<file path="config.mk">
export PLATFORM = sky130hd
export DESIGN_NAME = sac_ram
export DESIGN_NICKNAME = d
export VERILOG_FILES = /design/src/hw/rtl/sac_ram.sv
export SDC_FILE = /design/constraint.sdc
export NUM_CORES = 1
export LEC_CHECK = 0
export BUFFER_PORTS_ARGS = -buffer_cell sky130_fd_sc_hd__buf_2
export CORE_MARGIN = 2
export CORE_UTILIZATION = 49
export CTS_BUF_LIST = sky130_fd_sc_hd__clkbuf_8 sky130_fd_sc_hd__clkbuf_16
export DETAILED_ROUTE_END_ITERATION = 7
export GPL_TIMING_DRIVEN = 0
export HOLD_SLACK_MARGIN = 0.02
export PLACE_DENSITY = 0.66
export SLEW_MARGIN = 20
export SYNTH_ARGS = -nofsm -noshare
export SYNTH_HDL_FRONTEND = slang
export SYNTH_SLANG_ARGS = --single-unit
</file>
<file path="constraint.sdc">
create_clock -name clk -period 3.6 [get_ports clk]
set_clock_uncertainty 0.2 [all_clocks]
set_input_delay 0.36 -clock clk [delete_from_list [all_inputs] [get_ports clk]]
set_output_delay 0.36 -clock clk [all_outputs]
set_load 0.05 [all_outputs]
</file>
<file path="src/hw/rtl/sac_ram.sv">
// Generic single-write, single-read RAM with registered read data.
`default_nettype none
module sac_ram #(
	parameter int WIDTH = 8,
	parameter int DEPTH = 16
) (
	input  wire                       clk,
	input  wire                       we,
	input  wire [$clog2(DEPTH)-1:0]   waddr,
	input  wire [WIDTH-1:0]           wdata,
	input  wire [$clog2(DEPTH)-1:0]   raddr,
	output logic [WIDTH-1:0]          rdata
);
	logic [WIDTH-1:0] mem_q [DEPTH];

	always_ff @(posedge clk) begin
		if (we) begin
			mem_q[waddr] <= wdata;
		end
		rdata <= mem_q[raddr];
	end
endmodule
`default_nettype wire

</file>
Word level (Yosys, flattened, before mapping)
Memory sizes are Yosys's and may differ from the RTL's. A register that Yosys moved wholly into a read port is not among the register bits.
Cells that the tools add are included.
{"block": "word_totals", "memories": 1, "mem_bits_rw": 128, "inputBits": 18, "ff_bits": 0, "output_inout_bits": 8, "wordCells": 3}
{"block": "classes", "mux": 2}
{"name": "mem_q", "depth": 16, "width": 8, "rd": 1, "rd_clocked_by_memory_dff": 1, "write_ports": 1, "line": "14", "source": "logic [WIDTH-1:0] mem_q [DEPTH];"}
{"op": "2-to-1 mux 1 bit", "n": 2}

Longest topological paths before layout
{"block": "depth", "ltp_word": 2, "mapped_depth": 5, "mapped_depth_nobuf": 3}

Least setup slack after synthesis
No wires, ideal clock.
{"block": "synth_path", "path_type": "input to register", "from": "input waddr[2]", "to": "memory mem_q[0][0], enable pin", "setup_ns": 0.383, "required_time_ns": 3.017, "setup_slack_ns": 1.547, "path_stages": 2, "path_buffers": 0, "arrival_time_ns": 1.470, "cell_sequence": "or3b_2 -> nor3_1"}
{"element": "start: declaration", "line": "9", "source": "input wire [$clog2(DEPTH)-1:0] waddr,"}
{"element": "end: declaration", "line": "14"}
Straight into the memory's write port.

Worst setup path after layout
{"block": "layout_path", "from": "input waddr[2]", "to": "memory mem_q[2][5], enable pin"}
Straight into the memory's write port.

==> impl_results.md <==
* Placer congestion estimate at 0.8717
* Async S/R FF share, synth at 0%
* Leak at 0.002020 uW
* DRT Pass-1 Iters at 4
* Initial core utilization at 50.09%
* Share of cells above drive strength 1 at 29.93%
* # diodes at 0
* Sw power at 766.4 uW
* DP HPWL at 6207 um
* Post-Layout Cell Count at 420
* DRC at 0
* Setup violators final at 0
* Slew Viols, Final at 0
* Cell variety after synth at 19
* Grt ovf at 0
* CP Launch Type: primary input
* Final ANT Viol Nets at 0
* Net Sw Frac at 21.00%
* Final wirelength at 9809 um
* All-Layer GR Usage at 19.18%
* Yosys top cell area share at 74.67%
* Leading cell types by total area after synthesis: edfxtp_1 (75%), mux4_2 (7.9%), mux4_1 (7.1%)
* CP endpoint kind: flip-flop
* First-pass GRT wire length at 14830 um
* Sequential power share at 48.8%
* Primary FF master, synth: edfxtp_1
* VDD IR max at 0.2910 mV
* Worst-Margin Slew at 0.8770 ns
* Layout area overhead at 17.14%
* Sequential area share after synthesis at 77.78%
* Hold Path Class: primary input to flip-flop
* RSZ-0062 raised after global routing: no
* NumNets Final at 290
* Buffers on Ports at 24
* Synth top cells by count: edfxtp_1 (128), mux4_2 (18), a22oi_1 (16), mux4_1 (14), nor2_1 (13)
* Root buf cell: clkbuf_8
* Longest Clk Path Bufs at 2
* Initial DRC count at 184
* Internal Power at 2883 uW
* Synth Cell Area at 0.005147 mm^2
* CTS-repair resized insts at 0
* Max-cap violations at 0
* Post-Synthesis Net Count at 247
* Pwr dens at 605.3 mW/mm^2
* Die extent in x at 106.5 um
* Die footprint at 0.01134 mm^2
* Fill cells at 801
* CTS Buf Count at 17
* Number of flops mapped to enable cells by yosys at 128
* Clock sink count at 136
* Vias at 2416
* Core area at 0.01028 mm^2
* Setup tns final at 0 ns
* Worst-path clk slew at 0.06 ns
* Max H-tree Level at 4
* Initial antenna violation count at 0
* Vias per cell at 5.752
* Crit-path max FO at 8
* Cells after DPL at 389
* Synth warnings at 0
* Gate power share at 5.6%
* Critical path arrival at 1.63 ns
* Fin crit period at 1.698 ns
* Period utilization at 47.18%
* Final Hold Fails at 0
* Top cell type by total area after synthesis: edfxtp_1
* Cell Rows at 37
* Clock Power Share at 45.6%
* Count leader, synth: edfxtp_1
* # hold bufs at CTS at 0
* Run status: completed
* CP Data Required Time at 3.53 ns
* Top achievable clock speed at 588.8 MHz
* Slew HR at 41.32%
* Vias in the first global route at 2461
* Crit Path Category: primary input to flip-flop
* DR WL/cell at 23.35 um
* # Post-CTS Setup Buffers at 0
* Syn Inst Count at 229
* Syn avg cell area at 22.48 um^2
* Yosys reg bits at 136
* Worst skew pair latency at 0.51 ns
* Chip height at 106.5 um
* Io pins at 26
* CTS tree: yes
* Largest net degree at the start of global routing at 17
==> stage by stage <==
step                util (%)  total power [uW]  area (um^2)  hold slack, ns  setup slack, ns
floorplan                  -              1938         5147          0.2589            1.547
global placement       52.91              2012         5438          0.4563           0.9903
detailed placement     53.10              2019         5458          0.4638            1.354
CTS                    58.67              3674         6030         0.03493            1.898
global route           58.67              3753         6030         0.03825            1.788
finish                 58.67              3650         6030         0.04925            1.902
==> worst paths after layout <==
check / from / endpoint / slack, ns / depth (start not counted)
setup / recovery: waddr[2] / mem_q[2][5] / 1.90 / 3
hold / removal: wdata[0] / mem_q[0][0] / 0.05 / 1
setup reg to reg: mem_q[1][3] / rdata[3] / 1.93 / 3
hold reg to reg: mem_q[14][2] / rdata[2] / 0.48 / 3
==> area by class of cell <==
class,instances,area [um^2],share of cell area [%]
well taps,136,170.2,2.822
plain buffers,10,86.33,1.432
multi-input cells,83,1077,17.87
repair buffers,24,120.1,1.992
clock buffers,17,414.1,6.869
flip-flops and latches,136,4004,66.40
clock inverters,14,157.7,2.615
==> cells by family (layout without fill, tap and decap cells) <==
kind of cell	count (synthesis)	count (layout)	synth area share [%]
and+or+nand+nor	35	35	3.184
AOI/OAI and AO/OA	16	16	2.334
buffers and inverters	10	65	1.677
DFF	136	136	77.78
muxes	32	32	15.02
==> per-layer routing <==
metal / GRT usage (%) / part of all wire, % / wire (um) / up-vias
met1: 27.21 / 43 / 4218 / 1251
met2: 28.89 / 48 / 4738 / 99
met4: 6.957 / 0.49 / 48 / 0
met5: 0 / 0 / 0 / -
li1: - / - / - / 1061
met3: 5.273 / 8.2 / 803 / 5
==> power groups by stage <==
stage	Sequential, uW	Combinational, uW	Clock (uW)
after floorplan	1850	89.9	0
after global placement	1810	202	0
after detailed placement	1810	206	0
after CTS	1780	207	1690
after global routing	1780	219	1750
final	1780	204	1670
==> sequential cells by signal, indices dropped and copies added, names as in the netlist <==
name   cells
mem_q    128
rdata      8
==> worst max-delay path, stage by stage <==
cell and delay, ns:
buf_2 0.13, or3b_2 0.51, nor2_1 0.63
==> cells in the final DEF (no fill, tap or decap), drive strengths merged, types with 2 or more instances in the layout <==
| master | n |
|---|---|
| dfxtp | 8 |
| clkdlybuf4s25 | 3 |
| nand2 | 9 |
| buf | 31 |
| nor3 | 4 |
| clkinv | 8 |
| clkinvlp | 2 |
| nor2 | 13 |
| mux4 | 32 |
| nand3b | 2 |
| bufinv | 3 |
| clkbuf | 17 |
| nand2b | 2 |
| a22oi | 16 |
| edfxtp | 128 |
(Power assumes the default switching activity.)
