--- src/hw/rtl/sac_pkg.sv ---
// Shared types, constants and register codes for the set-associative LRU cache model.
`default_nettype none
package sac_pkg;

	localparam int SAC_MAX_SET_BITS = 6;
	localparam int SAC_MAX_WAYS     = 8;
	localparam int SAC_STAMP_BITS   = 32;

	localparam int SAC_ADDR_BITS  = 64;
	localparam int SAC_CNT_BITS   = 32;
	localparam int SAC_WAY_IDX_W  = 4;
	localparam int SAC_CFG_IDX_W  = 2;
	localparam int SAC_CFG_DATA_W = 5;

	localparam logic [SAC_CFG_IDX_W-1:0] CFG_SET_INDEX_BITS = 2'd0;
	localparam logic [SAC_CFG_IDX_W-1:0] CFG_OFFSET_BITS    = 2'd1;
	localparam logic [SAC_CFG_IDX_W-1:0] CFG_WAYS_IN_USE    = 2'd2;

	localparam logic [2:0] RST_SET_INDEX_BITS = 3'd1;
	localparam logic [4:0] RST_OFFSET_BITS    = 5'd4;
	localparam logic [3:0] RST_WAYS_IN_USE    = 4'd1;

	typedef struct packed {
		logic                     op;
		logic [SAC_ADDR_BITS-1:0] address;
		logic [31:0]              access_stamp;
	} sac_in_t;

	typedef struct packed {
		logic                    was_hit;
		logic                    was_evict;
		logic [SAC_CNT_BITS-1:0] hit_total;
		logic [SAC_CNT_BITS-1:0] miss_total;
		logic [SAC_CNT_BITS-1:0] evict_total;
	} sac_out_t;

	typedef struct packed {
		logic                     hit;
		logic                     empty;
		logic [SAC_WAY_IDX_W-1:0] way;
	} sac_scan_res_t;

endpackage
`default_nettype wire

--- src/hw/rtl/sac_scan.sv ---
// Shared tag and age compare unit that walks the ways of one set.
`default_nettype none
module sac_scan #(
	parameter int STAMP_BITS = sac_pkg::SAC_STAMP_BITS
) (
	input  wire                                 clk,
	input  wire                                 arst_n,
	input  wire                                 start,
	input  wire                                 en,
	input  wire [sac_pkg::SAC_WAY_IDX_W-1:0]    way,
	input  wire [sac_pkg::SAC_ADDR_BITS-1:0]    tag,
	input  wire                                 ent_valid,
	input  wire [sac_pkg::SAC_ADDR_BITS-1:0]    ent_tag,
	input  wire [STAMP_BITS-1:0]                ent_age,
	output sac_pkg::sac_scan_res_t              res
);
	import sac_pkg::*;

	logic                     hit_q;
	logic                     emp_q;
	logic [SAC_WAY_IDX_W-1:0] hit_way_q;
	logic [SAC_WAY_IDX_W-1:0] emp_way_q;
	logic [SAC_WAY_IDX_W-1:0] vic_way_q;
	logic [STAMP_BITS-1:0]    old_q;

	always_ff @(posedge clk or negedge arst_n) begin
		if (!arst_n) begin
			hit_q <= 1'b0;
			emp_q <= 1'b0;
		end else if (start) begin
			hit_q <= 1'b0;
			emp_q <= 1'b0;
		end else if (en) begin
			if (ent_valid && (ent_tag == tag) && !hit_q) begin
				hit_q <= 1'b1;
			end
			if (!ent_valid) begin
				emp_q <= 1'b1;
			end
		end
	end

	always_ff @(posedge clk) begin
		if (en) begin
			if (ent_valid && (ent_tag == tag) && !hit_q) begin
				hit_way_q <= way;
			end
			if (!ent_valid) begin
				emp_way_q <= way;
			end
			if ((way == '0) || (ent_age < old_q)) begin
				old_q     <= ent_age;
				vic_way_q <= way;
			end
		end
	end

	always_comb begin
		res.hit   = hit_q;
		res.empty = emp_q;
		if (hit_q) begin
			res.way = hit_way_q;
		end else if (emp_q) begin
			res.way = emp_way_q;
		end else begin
			res.way = vic_way_q;
		end
	end
endmodule
`default_nettype wire
--- config.mk ---
export PLATFORM = sky130hd
export DESIGN_NAME = sac_scan
export DESIGN_NICKNAME = d
export VERILOG_FILES = /design/src/hw/rtl/sac_pkg.sv /design/src/hw/rtl/sac_scan.sv
export SDC_FILE = /design/constraint.sdc
export NUM_CORES = 1
export LEC_CHECK = 0
export BUFFER_PORTS_ARGS = -buffer_cell sky130_fd_sc_hd__buf_4
export CAP_MARGIN = 25
export CELL_PAD_IN_SITES_DETAIL_PLACEMENT = 1
export CELL_PAD_IN_SITES_GLOBAL_PLACEMENT = 2
export CORE_AREA = 8 8 119 121
export DETAILED_ROUTE_END_ITERATION = 10
export DIE_AREA = 0 0 127 129
export PLACE_DENSITY_LB_ADDON = 0.1
export RECOVER_POWER = 50
export SETUP_SLACK_MARGIN = 0.05
export SYNTH_ARGS = -nofsm -noshare
export SYNTH_HDL_FRONTEND = slang
export SYNTH_SLANG_ARGS = --single-unit
export TNS_END_PERCENT = 100
--- constraint.sdc ---
create_clock -name clk -period 6 [get_ports clk]
set_clock_uncertainty 0.1 [all_clocks]
set_input_delay 0.9 -clock clk [delete_from_list [all_inputs] [get_ports clk]]
set_output_delay 0.9 -clock clk [all_outputs]
set_load 0.005 [all_outputs]
### Yosys cells after proc, flatten, opt, wreduce, memory -nomap -nowiden

Cells that the tools add are included.

* bitwise operators: 1
* reductions and logical operators: 12
* muxes and demuxes: 8
* $lt $le $gt $ge: 1
* equal/unequal tests: 2

Operator list (number)
* $eq 64x64->1: 1
* $lt 32x32->1: 1
* $reduce_and 2->1: 5
* $mux 4: 2
* $mux 1: 6
* $logic_not 4->1: 1
* $reduce_bool 2->1: 2
* $logic_and 1x1->1: 2
* $ne 2x2->1 const B: 1
* $logic_not 1->1: 1
* $logic_or 1x1->1: 1
* $not 1->1: 1

* flip-flop bits (word level): 46
* logic and storage cells: 30
* input port bits: 169

### Depth between registers and ports, before layout

* depth in word-level cells: 6
* mapped depth: 7
* mapped depth without buffers: 7

### Least setup slack after synthesis

Ideal clock, no wire load.

* kind: input port to flip-flop
* start point: input port ent_age[27]
* end point: register old_q[0] (enable)
* stages on the path: 6
* library setup time: 0.479 ns
* path buffers: 0
* required time: 5.421 ns
* arrival: 4.454 ns
* path slack: 0.967 ns
* path through: ha_1 a21oi_1 o21ai_0 a221oi_1 o2111ai_1 o21ai_0

* longest elaborated chain between the ends: 3

RTL lines
* start: declaration: line sac_scan.sv:14 `input wire [STAMP_BITS-1:0] ent_age,`
* $lt 32x32->1: line sac_scan.sv:51 `if ((way == '0) || (ent_age < old_q)) begin`
* $logic_or 1x1->1: line sac_scan.sv:51
* $reduce_and 2->1 (no line)
* end signal: assignment: line sac_scan.sv:52 `old_q <= ent_age;`
* end: declaration: line sac_scan.sv:24 `logic [STAMP_BITS-1:0] old_q;`

No other way between the ends.
A chain may end at the register's enable or synchronous reset.

### Worst setup path after layout

* start point: input port ent_age[30]
* end point: register old_q[5] (enable)

Same word-level chain as after synthesis.

==> results by group <==
Route
  – Post-route ant nets: 0
  – Vias per cell: about 4.5
  – Final wirelength: 10900 um
  – Detailed-route DRC error count: 0
  – DR WL/cell: 17.5 um
  – DRT iter0 DRCs: between 70 and 80
  – Total number of vias: 2813
  – First drt pass iteration count: 3

Placement
  – Post-Place Setup Slack: 2.29 ns
  – # port buffers: 174
  – HPWL after DPL: 9910 um
  – Placed insts: a little over 600
  – GPL Wtd Cong: 0.717

STA
  – Final hold slack: 0.289 ns
  – Setup_tns: 0 ns
  – Relative max-transition margin: 66.2%
  – Minimum clock period: approximately 3.3 ns
  – Slew @ Worst Pin: just over 0.5 ns
  – Final Cycle Share: 54.8%
  – Unrepaired setup endpoints after global routing: no
  – Maximum clock rate: between 300 and 400 MHz
  – Max-slew violations: 0
  – Final worst slack: 2.71 ns
  – Setup violations, final: 0
  – Final hold vios: 0

Finish
  – Multi-input combinational cell area: 1620 um^2
  – Layout cells sized above 1: 33.3%
  – Final core utilization: 38.0%
  – Layout net count: 671
  – Seq. cell area: 1370 um^2
  – Fin cells: ~620
  – Fill cells: 1452
  – Antenna diode count: 0
  – Synth-to-layout area growth: 49.6%

GRT
  – First-pass GRT wire length: 16700 um
  – Largest net degree at the start of global routing: 24
  – Initial antenna violation count: 0
  – Vias in the first global route: 3150
  – GRT Total Usage: 13.1%
  – Gr ovfl total: 0

Setup path
  – Critical path fanouts, max: 23
  – Critical R2R Launch: old_q[25]$_DFFE_PP_
  – FF-to-FF End: old_q[5]$_DFFE_PP_
  – R2R depth: 8
  – Crit end category: register
  – CP max stage cell: a221oi_1
  – R2R Setup Slk: 3.08 ns
  – Worst setup SP type: primary input
  – Crit path kind: in -> reg
  – Worst setup path start: ent_age[30]
  – Crit-path cells: clkbuf_4, ha_1, and4_1, a221oi_1, o2111ai_1, o21ai_4, buf_4
  – Worst path arrival time: between 3 and 4 ns
  – Crit path largest cell delay: 0.46 ns
  – Critical Path RT: 5.86 ns

Yosys
  – Cell variety after synth: 33
  – Post-synthesis cell count: 293
  – Largest family of logic cells by synthesized area: XOR/XNOR gates
  – Post-synthesis mux area share: 1.28%
  – Yosys reg bits: 46
  – Mapped Area: 3130 um^2
  – Mean post-synth cell area: 10.7 um^2
  – Syn_nets: 493
  – Yosys warns: 0
  – Post-synthesis adder-cell area fraction: about an eighth
  – Sequential share of the synthesized area: 43.9%
  – Synth Area in Compound Gates: 5.48%
  – Synth Area in Simple Gates: 14.5%
  – XOR/XNOR share of the synthesized area: roughly 18%

Status
  – Status: completed

Clocking
  – # clock sinks: 46
  – CTS tree: done
  – Cts bufs inserted: 5
  – Resized cells post-CTS: 0
  – Root Buffer: clkbuf_16
  – Clock Latency Late Sink: 0.29 ns
  – Post-CTS Setup Repair Bufs: 0
  – Hold-fix buffers, CTS: 0
  – Clock transition at path regs: 0.06 ns
  – H-tree depth: 2
  – Clock buffer depth: 2

Floorplanning
  – Die X-Extent: roughly 130 um
  – IO Pins: between 150 and 200
  – Core footprint: 12300 um^2
  – Initial cell density of the core: about a quarter
  – Die H: 129 um
  – Site Rows: roughly 40
  – Die area: 16400 um^2

Worst hold path
  – Hold WC Path Type: in -> async

Pwr
  – Peak supply drop: 0.100 mV
  – Power per cell area: 214 nW/um^2
  – LEAKAGE: between 0.0015 and 0.002 uW

Run
  – Max-cap viol count: 0
==> layout make-up <==
class	count	area share, %
multi-input combinational	211	34.7
clock inverter	2	0.802
sequential	46	29.3
tap	150	4.01
inverter	32	2.57
timing repair buffer	175	25.8
clock buffer	6	2.75
==> per-layer routing <==
metal	global-route usage [%]	vias to the layer above	part of all wire [%]
met2	23.2	106	52
met1	14.0	1286	38
met4	2.94	0	0.85
met5	0	-	0
met3	6.21	5	9.5
li1	-	1416	-
==> placed cells by master, fill, tap and decap left out, types with 2 or more instances in the layout <==
cell type and instances:
buf_4 137, xnor2_1 44, edfxtp_1 44, inv_1 32, ha_1 31, clkbuf_1 28
nand4_1 22, xor2_1 20, nand2_1 17, a21oi_1 14, o21ai_0 10, nor2_1 10
clkbuf_4 10, nor4_1 9, nand3_1 7, clkbuf_16 5, mux2i_1 4, or4_1 3
nor3_1 3, and4_1 2, dfrtp_1 2
==> power breakdown <==
group,switching (uW),internal [uW]
Clock,119,197
Combinational,135,140
Sequential,10.0,403
==> per-stage QoR <==
step	area, um^2	total power [uW]
3_3_place_gp	4620	704
5_1_grt	4680	1070
2_1_floorplan	3130	559
4_1_cts	4780	1040
6_report	4680	1000
3_5_place_dp	4620	712
==> worst max-delay path, delay by kind of cell <==
| kind | cells | cell delay, ns |
|---|---|---|
| and+or+nand+nor | 1 | 0.23 |
| buffers and inverters | 2 | 0.52 |
| adders and majority gates | 1 | 0.31 |
| AOI/OAI and AO/OA | 3 | 1.17 |
==> kinds of logic after synthesis <==
family,count (synthesis)
fa+ha+maj,31
mux,4
flops,46
xor+xnor,64
simple gates,81
buf+inv,36
compound gates,31
==> sequential cells by signal (all words and copies together) (netlist names) <==
name,cells
emp_way_q,4
hit_q,1
hit_way_q,4
old_q,32
emp_q,1
vic_way_q,4
==> synth_stat cells (all sizes together) <==
| cell | count | area share, % |
|---|---|---|
| nor2b | 1 | 0.20 |
| nor3b | 1 | 0.24 |
| or4b | 1 | 0.32 |
| nor2 | 10 | 1.2 |
| a221oi | 1 | 0.28 |
| edfxtp | 44 | 42 |
| nand4 | 22 | 4.4 |
| buf | 2 | 0.48 |
| nand3 | 7 | 1.1 |
| nand4b | 1 | 0.28 |
| xnor2 | 44 | 12 |
| a31oi | 1 | 0.20 |
| nand2b | 1 | 0.20 |
| ha | 31 | 12 |
| nor4 | 10 | 2.2 |
| clkbuf | 2 | 0.24 |
| xor2 | 20 | 5.6 |
| nand2 | 17 | 2.0 |
| o22ai | 1 | 0.20 |
| a21oi | 14 | 2.2 |
| a211oi | 1 | 0.24 |
| o32ai | 1 | 0.28 |
| and4 | 2 | 0.56 |
| nor3 | 3 | 0.48 |
| inv | 32 | 3.8 |
| mux2i | 4 | 1.3 |
| and3 | 1 | 0.20 |
| and4b | 1 | 0.32 |
| o2111ai | 1 | 0.28 |
| dfrtp | 2 | 1.6 |
| or4 | 3 | 0.72 |
| o21ai | 11 | 1.8 |
==> worst max path at each step <==
stage	depth (start not counted)	slack, ns	end
floorplan	6	0.97	old_q[0]$_DFFE_PP_
global placement	8	2.36	old_q[30]$_DFFE_PP_
detailed placement	7	2.29	old_q[29]$_DFFE_PP_
CTS	7	2.60	old_q[31]$_DFFE_PP_
global route	8	2.54	old_q[7]$_DFFE_PP_
finish	7	2.71	old_q[5]$_DFFE_PP_
No activity file was read; power rests on OpenSTA's default activity.
